**src/design/wsfe_pkg.sv**
```systemverilog
package wsfe_pkg;

  localparam int LEN_BITS = 63;
  localparam int Q_DEPTH  = 2;
  localparam int Q_PTR_W  = $clog2(Q_DEPTH);
  localparam int Q_CNT_W  = $clog2(Q_DEPTH + 1);

  // code byte, 64-bit length, mask key
  localparam int HDR_BITS = 104;
  localparam int CNT_W    = 4;

  localparam logic [7:0]  FIN_TEXT      = 8'h81;
  localparam logic [7:0]  MASK_BIT      = 8'h80;
  localparam logic [7:0]  LEN_SHORT_MAX = 8'd125;
  localparam logic [15:0] LEN_MID_MAX   = 16'hFFFF;
  localparam logic [7:0]  CODE_16       = 8'd126;
  localparam logic [7:0]  CODE_64       = 8'd127;

  // header bytes still due after the leading FIN_TEXT byte
  localparam logic [CNT_W-1:0] N_SHORT = 4'd5;
  localparam logic [CNT_W-1:0] N_MID   = 4'd7;
  localparam logic [CNT_W-1:0] N_LONG  = 4'd13;

  typedef enum logic {
    OP_START = 1'b0,
    OP_DATA  = 1'b1
  } op_t;

  typedef enum logic [1:0] {
    LEN_SHORT = 2'd0,
    LEN_MID   = 2'd1,
    LEN_LONG  = 2'd2
  } len_cls_t;

  typedef struct packed {
    logic                is_start;
    len_cls_t            cls;
    logic                zero;
    logic [LEN_BITS-1:0] len;
    logic [31:0]         key;
    logic [7:0]          data;
    logic                last;
    logic                err;
  } job_t;

  function automatic logic [7:0] key_byte(input logic [31:0] key, input logic [1:0] idx);
    logic [7:0] b;
    case (idx)
      2'd0:    b = key[31:24];
      2'd1:    b = key[23:16];
      2'd2:    b = key[15:8];
      default: b = key[7:0];
    endcase
    return b;
  endfunction

endpackage

```
**src/design/websocket_frame_encoder.sv**
```systemverilog
// channel | handshake              | payload
// in      | in_valid / in_ready    | in_operation, in_message_length, in_mask_key,
//         |                        | in_payload_byte
// out     | out_valid / out_ready  | out_byte, out_frame_last, out_is_header, out_status
//
// A data item gives one output byte and the block takes one per cycle while out_ready is high.
// A start item gives 6, 8 or 14 header bytes, one per cycle while out_ready is high, from the header
// shift register in the back end; the next queued item follows with no gap.
// Input is taken while the two-entry job queue has room.
// Reset (rst_n low, synchronous) clears frame state, the queue and the output.
// Output stalls fill the queue and then drop in_ready; in_ready is not combinationally tied to out_ready.
module websocket_frame_encoder (
  input  logic        clk,
  input  logic        rst_n,
  input  logic        in_valid,
  output logic        in_ready,
  input  logic        in_operation,
  input  logic [62:0] in_message_length,
  input  logic [31:0] in_mask_key,
  input  logic [7:0]  in_payload_byte,
  output logic        out_valid,
  input  logic        out_ready,
  output logic [7:0]  out_byte,
  output logic        out_frame_last,
  output logic        out_is_header,
  output logic        out_status
);

  wsfe_pkg::job_t push_job;
  wsfe_pkg::job_t head;
  logic           push;
  logic           pop;
  logic           full;
  logic           empty;

  assign in_ready = !full;

  wsfe_front u_front (
    .clk               (clk),
    .rst_n             (rst_n),
    .in_valid          (in_valid),
    .in_ready          (in_ready),
    .in_operation      (in_operation),
    .in_message_length (in_message_length),
    .in_mask_key       (in_mask_key),
    .in_payload_byte   (in_payload_byte),
    .push              (push),
    .job               (push_job)
  );

  wsfe_queue u_queue (
    .clk      (clk),
    .rst_n    (rst_n),
    .push     (push),
    .push_job (push_job),
    .pop      (pop),
    .full     (full),
    .empty    (empty),
    .head     (head)
  );

  wsfe_back u_back (
    .clk            (clk),
    .rst_n          (rst_n),
    .q_empty        (empty),
    .q_head         (head),
    .q_pop          (pop),
    .out_valid      (out_valid),
    .out_ready      (out_ready),
    .out_byte       (out_byte),
    .out_frame_last (out_frame_last),
    .out_is_header  (out_is_header),
    .out_status     (out_status)
  );

endmodule

```
**src/design/wsfe_front.sv**
```systemverilog
module wsfe_front (
  input  logic                      clk,
  input  logic                      rst_n,
  input  logic                      in_valid,
  input  logic                      in_ready,
  input  logic                      in_operation,
  input  logic [62:0]               in_message_length,
  input  logic [31:0]               in_mask_key,
  input  logic [7:0]                in_payload_byte,
  output logic                      push,
  output wsfe_pkg::job_t            job
);

  logic [wsfe_pkg::LEN_BITS-1:0] rem_r, rem_nxt;
  logic [1:0]                    midx_r, midx_nxt;
  logic [31:0]                   key_r, key_nxt;
  logic                          open_r, open_nxt;
  logic [wsfe_pkg::LEN_BITS-1:0] len;
  logic                          is_last;

  assign push    = in_valid && in_ready;
  assign len     = in_message_length[wsfe_pkg::LEN_BITS-1:0];
  assign is_last = (rem_r == wsfe_pkg::LEN_BITS'(1));

  always_comb begin
    job          = '0;
    job.is_start = (in_operation == wsfe_pkg::OP_START);
    job.len      = len;
    job.key      = in_mask_key;
    job.zero     = (len == '0);
    if (len <= wsfe_pkg::LEN_BITS'(wsfe_pkg::LEN_SHORT_MAX)) begin
      job.cls = wsfe_pkg::LEN_SHORT;
    end else if (len <= wsfe_pkg::LEN_BITS'(wsfe_pkg::LEN_MID_MAX)) begin
      job.cls = wsfe_pkg::LEN_MID;
    end else begin
      job.cls = wsfe_pkg::LEN_LONG;
    end
    job.err  = !open_r;
    job.data = open_r ? (in_payload_byte ^ wsfe_pkg::key_byte(key_r, midx_r)) : 8'h00;
    job.last = open_r && is_last;
  end

  always_comb begin
    rem_nxt  = rem_r;
    midx_nxt = midx_r;
    key_nxt  = key_r;
    open_nxt = open_r;
    if (push) begin
      if (in_operation == wsfe_pkg::OP_START) begin
        rem_nxt  = len;
        midx_nxt = 2'd0;
        key_nxt  = in_mask_key;
        open_nxt = (len != '0);
      end else if (open_r) begin
        rem_nxt  = rem_r - wsfe_pkg::LEN_BITS'(1);
        midx_nxt = midx_r + 2'd1;
        open_nxt = !is_last;
      end
    end
  end

  always_ff @(posedge clk) begin
    if (!rst_n) begin
      rem_r  <= '0;
      midx_r <= '0;
      key_r  <= '0;
      open_r <= 1'b0;
    end else begin
      rem_r  <= rem_nxt;
      midx_r <= midx_nxt;
      key_r  <= key_nxt;
      open_r <= open_nxt;
    end
  end

endmodule

```
**src/design/wsfe_queue.sv**
```systemverilog
module wsfe_queue (
  input  logic           clk,
  input  logic           rst_n,
  input  logic           push,
  input  wsfe_pkg::job_t push_job,
  input  logic           pop,
  output logic           full,
  output logic           empty,
  output wsfe_pkg::job_t head
);

  wsfe_pkg::job_t                 mem_r [wsfe_pkg::Q_DEPTH];
  logic [wsfe_pkg::Q_PTR_W-1:0]   wr_r, wr_nxt, rd_r, rd_nxt;
  logic [wsfe_pkg::Q_CNT_W-1:0]   cnt_r, cnt_nxt;

  assign full  = (cnt_r == wsfe_pkg::Q_CNT_W'(wsfe_pkg::Q_DEPTH));
  assign empty = (cnt_r == '0);
  assign head  = mem_r[rd_r];

  function automatic logic [wsfe_pkg::Q_PTR_W-1:0] bump(
    input logic [wsfe_pkg::Q_PTR_W-1:0] p);
    logic [wsfe_pkg::Q_PTR_W-1:0] q;
    if (p == wsfe_pkg::Q_PTR_W'(wsfe_pkg::Q_DEPTH - 1)) q = '0;
    else q = p + wsfe_pkg::Q_PTR_W'(1);
    return q;
  endfunction

  always_comb begin
    wr_nxt  = (push && !full) ? bump(wr_r) : wr_r;
    rd_nxt  = (pop && !empty) ? bump(rd_r) : rd_r;
    cnt_nxt = cnt_r;
    if ((push && !full) && !(pop && !empty)) cnt_nxt = cnt_r + wsfe_pkg::Q_CNT_W'(1);
    else if (!(push && !full) && (pop && !empty)) cnt_nxt = cnt_r - wsfe_pkg::Q_CNT_W'(1);
  end

  always_ff @(posedge clk) begin
    if (push && !full) mem_r[wr_r] <= push_job;
  end

  always_ff @(posedge clk) begin
    if (!rst_n) begin
      wr_r  <= '0;
      rd_r  <= '0;
      cnt_r <= '0;
    end else begin
      wr_r  <= wr_nxt;
      rd_r  <= rd_nxt;
      cnt_r <= cnt_nxt;
    end
  end

endmodule

```
**src/design/wsfe_back.sv**
```systemverilog
module wsfe_back (
  input  logic           clk,
  input  logic           rst_n,
  input  logic           q_empty,
  input  wsfe_pkg::job_t q_head,
  output logic           q_pop,
  output logic           out_valid,
  input  logic           out_ready,
  output logic [7:0]     out_byte,
  output logic           out_frame_last,
  output logic           out_is_header,
  output logic           out_status
);

  logic [wsfe_pkg::HDR_BITS-1:0] sh_r, sh_nxt;
  logic [wsfe_pkg::CNT_W-1:0]    cnt_r, cnt_nxt;
  logic                          zero_r, zero_nxt;
  logic                          vld_r, vld_nxt;
  logic [7:0]                    byte_r, byte_nxt;
  logic                          last_r, last_nxt;
  logic                          hdr_r, hdr_nxt;
  logic                          st_r, st_nxt;
  logic                          take;
  logic [63:0]                   len64;

  assign take  = !vld_r || out_ready;
  assign len64 = {{(64 - wsfe_pkg::LEN_BITS){1'b0}}, q_head.len};
  assign q_pop = take && (cnt_r == '0) && !q_empty;

  always_comb begin
    sh_nxt   = sh_r;
    cnt_nxt  = cnt_r;
    zero_nxt = zero_r;
    vld_nxt  = vld_r;
    byte_nxt = byte_r;
    last_nxt = last_r;
    hdr_nxt  = hdr_r;
    st_nxt   = st_r;
    if (take) begin
      vld_nxt = 1'b0;
      if (cnt_r != '0) begin
        // shift out the next header byte
        vld_nxt  = 1'b1;
        byte_nxt = sh_r[wsfe_pkg::HDR_BITS-1 -: 8];
        last_nxt = (cnt_r == wsfe_pkg::CNT_W'(1)) && zero_r;
        hdr_nxt  = 1'b1;
        st_nxt   = 1'b0;
        sh_nxt   = sh_r << 8;
        cnt_nxt  = cnt_r - wsfe_pkg::CNT_W'(1);
      end else if (!q_empty) begin
        vld_nxt = 1'b1;
        if (q_head.is_start) begin
          byte_nxt = wsfe_pkg::FIN_TEXT;
          last_nxt = 1'b0;
          hdr_nxt  = 1'b1;
          st_nxt   = 1'b0;
          zero_nxt = q_head.zero;
          case (q_head.cls)
            wsfe_pkg::LEN_SHORT: begin
              sh_nxt  = {wsfe_pkg::MASK_BIT | {1'b0, len64[6:0]}, q_head.key, 64'h0};
              cnt_nxt = wsfe_pkg::N_SHORT;
            end
            wsfe_pkg::LEN_MID: begin
              sh_nxt  = {wsfe_pkg::MASK_BIT | wsfe_pkg::CODE_16, len64[15:0],
                         q_head.key, 48'h0};
              cnt_nxt = wsfe_pkg::N_MID;
            end
            default: begin
              sh_nxt  = {wsfe_pkg::MASK_BIT | wsfe_pkg::CODE_64, len64, q_head.key};
              cnt_nxt = wsfe_pkg::N_LONG;
            end
          endcase
        end else begin
          byte_nxt = q_head.data;
          last_nxt = q_head.last;
          hdr_nxt  = 1'b0;
          st_nxt   = q_head.err;
        end
      end
    end
  end

  always_ff @(posedge clk) begin
    if (!rst_n) begin
      cnt_r <= '0;
      vld_r <= 1'b0;
    end else begin
      cnt_r <= cnt_nxt;
      vld_r <= vld_nxt;
    end
  end

  always_ff @(posedge clk) begin
    sh_r   <= sh_nxt;
    zero_r <= zero_nxt;
    byte_r <= byte_nxt;
    last_r <= last_nxt;
    hdr_r  <= hdr_nxt;
    st_r   <= st_nxt;
  end

  assign out_valid      = vld_r;
  assign out_byte       = byte_r;
  assign out_frame_last = last_r;
  assign out_is_header  = hdr_r;
  assign out_status     = st_r;

endmodule

```
**config.mk**
```make
export PLATFORM = sky130hd
export DESIGN_NAME = websocket_frame_encoder
export DESIGN_NICKNAME = d
export VERILOG_FILES = /design/src/design/wsfe_pkg.sv /design/src/design/websocket_frame_encoder.sv /design/src/design/wsfe_front.sv /design/src/design/wsfe_queue.sv /design/src/design/wsfe_back.sv
export SDC_FILE = /design/constraint.sdc
export NUM_CORES = 1
export LEC_CHECK = 0
export BUFFER_PORTS_ARGS = -buffer_cell sky130_fd_sc_hd__clkbuf_2
export CAP_MARGIN = 20
export CELL_PAD_IN_SITES_DETAIL_PLACEMENT = 0
export CELL_PAD_IN_SITES_GLOBAL_PLACEMENT = 1
export CORE_AREA = 5 5 279 226
export CTS_CLUSTER_SIZE = 14
export DETAILED_ROUTE_END_ITERATION = 10
export DIE_AREA = 0 0 284 231
export PLACE_DENSITY = 0.64
export SLEW_MARGIN = 5
export SYNTH_ARGS = -nofsm -noshare
export SYNTH_HDL_FRONTEND = slang
export SYNTH_HIERARCHICAL = 1
export SYNTH_SLANG_ARGS = --single-unit
```
**constraint.sdc**
```tcl
create_clock -name clk -period 20.3 [get_ports clk]
set_clock_uncertainty 0.1 [all_clocks]
set_input_delay 0 -clock clk [delete_from_list [all_inputs] [get_ports clk]]
set_output_delay 0 -clock clk [all_outputs]
set_load 0.02 [all_outputs]
```
==> flow_summary.rst <==
.. list-table::
   :header-rows: 1

   * - Metric
     - Value
   * - Nets@finish
     - 1963
   * - Starting Density
     - 34.4%
   * - Synthesized area per cell
     - 11.8 um2
   * - Total routing resource utilization after global routing
     - 18.4%
   * - Data required time of the critical path
     - 20.68 ns
   * - Commonest non-fill, non-tap cell in the layout
     - sky130_fd_sc_hd__edfxtp_1
   * - Post-synth cell types
     - 75
   * - Synth-to-layout area growth
     - 15.6%
   * - # Post-CTS Setup Buffers
     - 0
   * - Horizontal die dimension
     - 284 um
   * - Sequential standard cell area
     - 12200 um2
   * - Number of pins with negative max-slew slack in the final report
     - 0
   * - Power density normalized to cell area
     - 141 nW/um2
   * - Xor-xnor portion of the synthesized cell area
     - 0.507%
   * - Vias in the first global route
     - 14137
   * - Number of failing setup endpoints in the final timing report
     - 0
   * - Worst slew pin tran
     - 0.950 ns
   * - Filler cell count in the final layout
     - 5665
   * - Leakage power
     - 8.47 nW
   * - FF+latch count, synth
     - 442
   * - Total negative setup slack
     - 0 ns
   * - Top post-synthesis cells by area
     - sky130_fd_sc_hd__edfxtp_1 48%, sky130_fd_sc_hd__dfxtp_1 10%, sky130_fd_sc_hd__mux2_2 6.7%
   * - Adder and majority gate portion of the synthesized area
     - 0.544%
   * - Clock buffer depth
     - 3
   * - Nature of the critical path startpoint
     - flop
   * - CTS Root Cell
     - sky130_fd_sc_hd__clkbuf_16
   * - Congestion Overflow GR
     - 0
   * - Final ANT Viol Nets
     - 0
   * - Number of buffer cells added on primary ports
     - 120
   * - Post-synthesis cell type with the largest combined area
     - sky130_fd_sc_hd__edfxtp_1
   * - Avg WL per Cell
     - 23.3 um
   * - Crit path time final
     - 3.83 ns
   * - Clock edge transition at the registers on the reported setup and hold paths
     - 0.06 ns
   * - Async S/R FF share, synth
     - 0%
   * - Post-synthesis compound-gate area fraction
     - 11.3%
   * - Number of enable flip-flop cells after synthesis
     - 334
   * - Die area
     - 65600 um2
   * - Hold-fix buffers, CTS
     - 107
   * - Total via count in the routed design
     - 14704
   * - Die Height
     - 231 um
   * - Synthesized instance count
     - 1750
   * - Ant. Diodes
     - 0
   * - Kind of path behind the tightest hold check
     - in2reg
   * - Total routed wirelength
     - 62300 um
   * - Global-route wire length before repair
     - 93300 um
   * - Count of max-cap constraint violations
     - 0
   * - Clock Latency Late Sink
     - 0.59 ns
   * - Vias per std cell
     - 5.50
   * - Start-to-end type of the worst setup path
     - reg2reg
   * - Cell Area, Synth
     - 20700 um2
   * - Placer's final routability congestion estimate
     - 0.843
   * - Simple logic cell fraction of the synthesized area
     - 12.8%
   * - Largest family of logic cells by synthesized area
     - simple AND/OR/NAND/NOR gates
   * - DRC marker count from the first detailed-route iteration
     - 1638
   * - Maximum number of pins on one net before global-route repair
     - 77
   * - Net count after synthesis
     - 1867
   * - Worst Path Arrival
     - 4.22 ns
   * - Depth of the CTS H-tree
     - 2
   * - Post-DP HPWL
     - 41600 um
   * - Part of the cycle the worst path needs
     - 18.9%
   * - Most used cells in the layout excluding fill and tap cells
     - 334 x sky130_fd_sc_hd__edfxtp_1, 217 x sky130_fd_sc_hd__nand2_1, 124 x sky130_fd_sc_hd__mux2_2, 120 x sky130_fd_sc_hd__clkbuf_2
   * - Setup repair after global routing missed its margin
     - no
   * - Flip-flop cell with the highest count after synthesis
     - sky130_fd_sc_hd__edfxtp_1
   * - Standard cell core area
     - 60300 um2
   * - Antenna violations before repair
     - 0
   * - Post-route total power
     - 3.38 mW
   * - Timing-limited maximum frequency
     - 261 MHz
   * - Number of top-level design ports
     - 121
   * - Total number of placement rows
     - 81
   * - Maximum VDD drop
     - 94.0 uV
   * - TritonCTS buffer count
     - 48
   * - Syn. warnings
     - 6
   * - Share of final-layout standard cells stronger than drive strength 1
     - 20.4%
   * - Final hold vios
     - 0
   * - Path depth of the worst reg2reg path
     - 7
   * - DRC Markers
     - 0
   * - Portion of the post-synthesis area used by sequential elements
     - 58.8%
   * - Slew margin rel.
     - 36.4%
   * - Number of detailed-routing iterations run before antenna repair
     - 8
   * - Area of the multi-input gates
     - 7240 um2
   * - Count of cells along the worst hold path
     - 2
   * - Sink Count
     - 442
   * - Yosys top cell area share
     - 48.4%
   * - Top fanout value on the critical path
     - 60
   * - Multiplexer share of the synthesized area
     - 9.63%
   * - TritonCTS clock tree
     - yes
   * - Outcome
     - finished clean
   * - Kind of end point of the critical path
     - flop
   * - Number of resized instances in the post-cts repair step
     - 0
-- worst max-delay path, stage by stage (launching register included) --
cell	delay [ns]
sky130_fd_sc_hd__dfxtp_4	0.80
sky130_fd_sc_hd__buf_4	0.81
sky130_fd_sc_hd__mux2_2	0.42
sky130_fd_sc_hd__buf_4	0.26
sky130_fd_sc_hd__nor2b_1	0.54
sky130_fd_sc_hd__buf_4	0.31
sky130_fd_sc_hd__nand2_1	0.09
sky130_fd_sc_hd__a311oi_1	0.31
-- final cells by class --
class                   instances  area share, %
multi-input cells            1083           30.2
well taps                     788           4.12
flip-flops and latches        442           50.9
repair buffers                254           7.83
clock inverters                13          0.533
clock buffers                  76           6.10
inverters                      17          0.266
-- cell usage after synthesis, types with 8 or more instances --
master	n
sky130_fd_sc_hd__edfxtp_1	334
sky130_fd_sc_hd__nand2_1	217
sky130_fd_sc_hd__mux2_2	124
sky130_fd_sc_hd__dfxtp_1	108
sky130_fd_sc_hd__buf_4	98
sky130_fd_sc_hd__nor2_1	91
sky130_fd_sc_hd__a21oi_1	83
sky130_fd_sc_hd__o21ai_0	78
sky130_fd_sc_hd__clkbuf_1	68
sky130_fd_sc_hd__a22o_1	41
sky130_fd_sc_hd__mux2i_1	37
sky130_fd_sc_hd__nor3_1	36
sky130_fd_sc_hd__nor4_1	30
sky130_fd_sc_hd__buf_2	27
sky130_fd_sc_hd__nand3_1	27
sky130_fd_sc_hd__and3_1	26
sky130_fd_sc_hd__a31oi_1	23
sky130_fd_sc_hd__or3_1	20
sky130_fd_sc_hd__or4_1	18
sky130_fd_sc_hd__inv_1	15
sky130_fd_sc_hd__o211ai_1	15
sky130_fd_sc_hd__o22ai_1	15
sky130_fd_sc_hd__nand3b_1	13
sky130_fd_sc_hd__xnor2_1	11
sky130_fd_sc_hd__a221oi_2	10
sky130_fd_sc_hd__a22oi_1	10
sky130_fd_sc_hd__and2_1	10
sky130_fd_sc_hd__buf_6	10
sky130_fd_sc_hd__mux2_4	10
sky130_fd_sc_hd__a211oi_1	9
sky130_fd_sc_hd__a222oi_1	9
sky130_fd_sc_hd__ha_1	9
sky130_fd_sc_hd__nand4_1	9
sky130_fd_sc_hd__o311ai_0	9
sky130_fd_sc_hd__o21a_1	8
-- path summary, 6_finish.rpt --
path,startpoint,to,slack (ns)
hold reg to reg,u_front/key_r[31],u_front/key_r[31],0.36
hold / removal,in_mask_key[3],u_queue/mem_r[1][13],0.07
setup / recovery,flop,u_back/cnt_r[1],16.47
setup reg to reg,flop,u_back/cnt_r[1],16.47
-- metrics by stage --
step | hold WS [ns] | util, % | worst slack (ns) | std cells | area (um2)
after global placement | 0.127 | 35.3 | 16.53 | 2477 | 21300
final | 0.0730 | 39.7 | 16.47 | 2673 | 23900
after global routing | 0.0646 | 39.7 | 16.24 | 2673 | 23900
after detailed placement | 0.125 | 35.3 | 16.48 | 2477 | 21300
after CTS | 0.0505 | 39.7 | 16.50 | 2673 | 23900
after floorplan | 0.0176 | - | 13.30 | 1750 | 20700
-- metal layers --
metal / up-vias / GRT usage, % / share of wire (%)
met2: 579 / 29.4 / 46
met3: 90 / 2.48 / 6.6
met4: 0 / 4.57 / 2.0
li1: 6692 / - / -
met5: - / 0 / 0
met1: 7343 / 26.7 / 45
-- registers in the layout (all words and copies together) (netlist names), named ones only --
signal,cells
u_queue/mem_r,218
u_back/sh_r,104
u_front/rem_r,63
u_front/key_r,32
u_back/out_byte,8
u_back/cnt_r,4
u_front/midx_r,2
u_queue/cnt_r,2
u_back/out_frame_last,1
u_back/out_is_header,1
u_back/out_status,1
u_back/out_valid,1
u_back/zero_r,1
u_front/open_r,1
u_queue/rd_r,1
u_queue/wr_r,1
-- report_power, final --
part	internal (mW)	total [mW]	switching, mW
clock	0.518	0.875	0.357
sequential	1.34	1.44	0.103
combinational	0.389	1.06	0.673
-- cells by family (layout without fill, tap and decap cells) --
group / after synthesis / in the layout
AOI/OAI and AO/OA: 345 / 345
xor gates and xnor gates: 12 / 12
adders and majority gates: 9 / 9
buffers and inverters: 225 / 360
DFF: 442 / 442
muxes: 178 / 178
and+or+nand+nor: 539 / 539
No activity file was read; power rests on OpenSTA's default activity.
